$ cat src/rtl/greedy_iou_box_suppression_core_macros.svh
// ----------------------------------------------------------------------------
// Assertion macros for the box suppression core
// Clocked concurrent assertions with the core's clock and reset.
// ----------------------------------------------------------------------------
`ifndef GREEDY_IOU_BOX_SUPPRESSION_CORE_MACROS_SVH
`define GREEDY_IOU_BOX_SUPPRESSION_CORE_MACROS_SVH

// Property holds at every clock edge outside reset
`define GIBS_ASSERT(name, prop, msg) \
  name: assert property (@(posedge clk) disable iff (!rst_n) (prop)) else $error(msg);

// Condition in one cycle implies a condition in the next
`define GIBS_ASSERT_NEXT(name, pre, post, msg) \
  name: assert property (@(posedge clk) disable iff (!rst_n) (pre) |=> (post)) \
    else $error(msg);

`endif

$ cat src/rtl/gibs_ram.sv
// ----------------------------------------------------------------------------
// gibs_ram
// Generic single write port RAM with one registered read port.
// ----------------------------------------------------------------------------
`default_nettype none

module gibs_ram #(
  parameter int WIDTH = 8,
  parameter int DEPTH = 16
) (
  input  wire logic                     clk,
  input  wire logic                     we,
  input  wire logic [$clog2(DEPTH)-1:0] waddr,
  input  wire logic [WIDTH-1:0]         wdata,
  input  wire logic [$clog2(DEPTH)-1:0] raddr,
  output      logic [WIDTH-1:0]         rdata
);

  logic [WIDTH-1:0] mem [DEPTH];

  // Write and registered read
  always_ff @(posedge clk) begin
    if (we) begin
      mem[waddr] <= wdata;
    end
    rdata <= mem[raddr];
  end

endmodule

`default_nettype wire

$ cat config.mk
export PLATFORM = sky130hd
export DESIGN_NAME = gibs_ram
export DESIGN_NICKNAME = d
export VERILOG_FILES = /design/src/rtl/greedy_iou_box_suppression_core_macros.svh /design/src/rtl/gibs_ram.sv
export SDC_FILE = /design/constraint.sdc
export NUM_CORES = 1
export LEC_CHECK = 0
export BUFFER_PORTS_ARGS = -buffer_cell sky130_fd_sc_hd__buf_2
export CAP_MARGIN = 30
export CORE_ASPECT_RATIO = 0.9
export CORE_MARGIN = 10
export CORE_UTILIZATION = 51
export DETAILED_ROUTE_END_ITERATION = 10
export GPL_ROUTABILITY_DRIVEN = 0
export GPL_TIMING_DRIVEN = 0
export PLACE_DENSITY = 0.68
export SLEW_MARGIN = 0
export SYNTH_ARGS = -nofsm -noshare
export SYNTH_HDL_FRONTEND = slang
export SYNTH_SLANG_ARGS = --single-unit
$ cat constraint.sdc
create_clock -name clk -period 1.8 [get_ports clk]
set_input_delay 0.18 -clock clk [delete_from_list [all_inputs] [get_ports clk]]
set_output_delay 0.18 -clock clk [all_outputs]
set_load 0.01 [all_outputs]
==> impl_metrics.tcl <==
set metrics [dict create \
    synth_simple_gate_area_share_pct 3.184 \
    tns_ns 0 \
    post-route-min-period_ns 1.388 \
    cts_tree "yes" \
    synth_mux_area_share_pct 15.02 \
    die_x_um 125.9 \
    seqPwrFrac_pct 49.1 \
    status "completed" \
    dr.pass1.iters 6 \
    initial_core_util_pct 52.84 \
    crit_chain "mux4_1 -> a22oi_1 -> nand2_1" \
    syn_area_um2 5147 \
    cts_setup_buffers 0 \
    die_h_um 115.3 \
    coreArea_um2 9742 \
    p_sw_mw 1.461 \
    vdd_drop_max_mv 1.101 \
    synth_compound_area_share_pct 2.333 \
    swShare_pct 20.18 \
    dpl-instance-area_um2 5450 \
    synth_warnings 0 \
    internal_power_mw 5.780 \
    avgSynthCellArea_um2 22.48 \
    cap_violations 0 \
    synth_cell_types 19 \
    wl_um 9951 \
    post-route-period-util_pct 77.08 \
    synthesis.nets 247 \
    ys_seq_area_share_pct 77.78 \
    drv_slew 0 \
    cts_resized 0 \
    wl_per_cell_um 23.98 \
    cts_max_level 4 \
    antenna_found_initial 0 \
    cp_slowest_cell "mux4_1" \
    drt_iter0_drc 168 \
    setup_viol_count_final 0 \
    grt-busiest-layer "met2" \
    via_per_inst 5.752 \
    report.final.hold_viol_count 0 \
    synthCells 229 \
    met3_usage_pct 5.338 \
    r2r_slack_ns 0.41 \
    powerDensity_nw_per_um2 1202 \
    clockPowerShare_pct 46.1 \
    grt-ovfl-total 0 \
    crit_type "reg -> reg" \
    dp_cells 383 \
    cp_max_fo 1 \
    antenna_left 0 \
    dieArea_um2 14520 \
    place.port_buffers 24 \
    num-nets-final 294 \
    antenna_cells 0 \
    grtUsageTotal_pct 14.50 \
    grt_use_met1_pct 18.07 \
    mostFrequentLayoutCells "edfxtp_1 (128), buf_2 (29), mux4_2 (18)" \
    hpwlAfterDp_um 6205 \
    start_kind "register" \
    clkLatencyLatePin_ns 0.53 \
    clock_tree.buffer_depth 2 \
    grt_util_met2_pct 22.64 \
    grt_pass1_vias 2548 \
    endpoint_kind "register" \
    synth_top_family_by_area "multiplexers" \
    power.leakage_nw 2.039 \
    critical_path.top_delay_family "multiplexers" \
    tightest_slew_ns 0.8157 \
    numClockSinks 136 \
    critPathArrivalTime_ns 1.78 \
    cts-hold-fix-buffers 0 \
    synth-seq-cells 136 \
    final_common_cell "edfxtp_1" \
    vias 2387 \
    numCtsBuffers 17 \
    slowest_delay_ns 0.50 \
    drive_gt1_share_pct 29.76 \
    maxSlewHeadroom_pct 45.20 \
    synth_adder_area_share_pct 0 \
    finClkSkew_ns 0.007346 \
    worstPathBufferInverterCount 0 \
    rsz0062_at_grt "no" \
    clk_pin_slew_ns 0.06 \
    dp_worst_setup_slack_ns -0.07246 \
    ios 26 \
    yosys.area_share.xor_xnor_pct 0 \
    drc 0 \
    finalInstanceArea_um2 6027 \
    combPwrFrac_pct 4.7 \
    grt_max_degree 17 \
    area_growth_pct 17.09 \
    grt_pass1_wl_um 15200 \
    max_freq_ghz 0.7207 \
    utilization_pct 61.87 \
    clk_root_buffer_cell "clkbuf_8" \
    rows 34 \
    min_path_type "in -> reg" \
    final_cell_count_no_fill 415 \
    critPathRequiredTime_ns 2.19 \
    fin_ws_ns 0.4125 \
]
-- path summary, 6_finish.rpt --
kind	from	endpoint	cells after the start
max	mem[9][4]	rdata[4]	3
min	wdata[6]	mem[4][6]	1
max reg2reg	mem[9][4]	rdata[4]	3
min reg2reg	mem[8][5]	rdata[5]	3
-- power groups by stage --
stage	clock [mW]	combinational [mW]	sequential, mW
2_1_floorplan	0	0.180	3.63
3_3_place_gp	0	0.339	3.62
3_5_place_dp	0	0.348	3.62
4_1_cts	3.40	0.349	3.56
5_1_grt	3.53	0.376	3.56
6_report	3.34	0.344	3.56
-- registers in the layout (all words and copies together) (netlist names) --
name	cells
mem	128
rdata	8
-- final cells by class --
type / instances / area (um2)
Sequential cell: 136 / 4004
Fill cell: 701 / 3715
Multi-Input combinational cell: 83 / 1057
Clock buffer: 19 / 421.7
Tap cell: 126 / 157.7
Clock inverter: 13 / 155.1
Timing Repair Buffer: 28 / 145.1
Buffer: 10 / 86.33
-- cell usage after synthesis, drive strengths merged --
master	instances	area [um2]
nand3	1	5.000
nand2b	2	12.51
a22oi	16	120.1
buf	7	56.30
nor2b	1	6.260
and2	1	6.260
edfxtp	128	3844
or3b	1	8.760
dfxtp	8	160.2
nor2	13	48.80
nor3	4	20.02
nand3b	2	15.01
and2b	1	7.510
nand2	9	33.78
clkdlybuf4s25	3	30.03
mux4	32	773.2
-- metrics by stage --
step / total power, mW / hold WS [ns]
final: 7.242 / 0.04975
after global routing: 7.466 / 0.05074
after CTS: 7.309 / 0.03241
after detailed placement: 3.971 / 0.5807
after global placement: 3.956 / 0.5761
after floorplan: 3.811 / 0.2789
-- cells by family after synthesis --
family,after synthesis
buffers and inverters,10
AOI/OAI and AO/OA,16
DFF,136
muxes,32
and+or+nand+nor,35
-- per-layer routing --
metal / up-vias / wire [um]
li1: 1068 / -
met1: 1236 / 4421
met2: 70 / 4813
met3: 13 / 599
met4: 0 / 116
met5: - / 0
(Power assumes the default switching activity.)
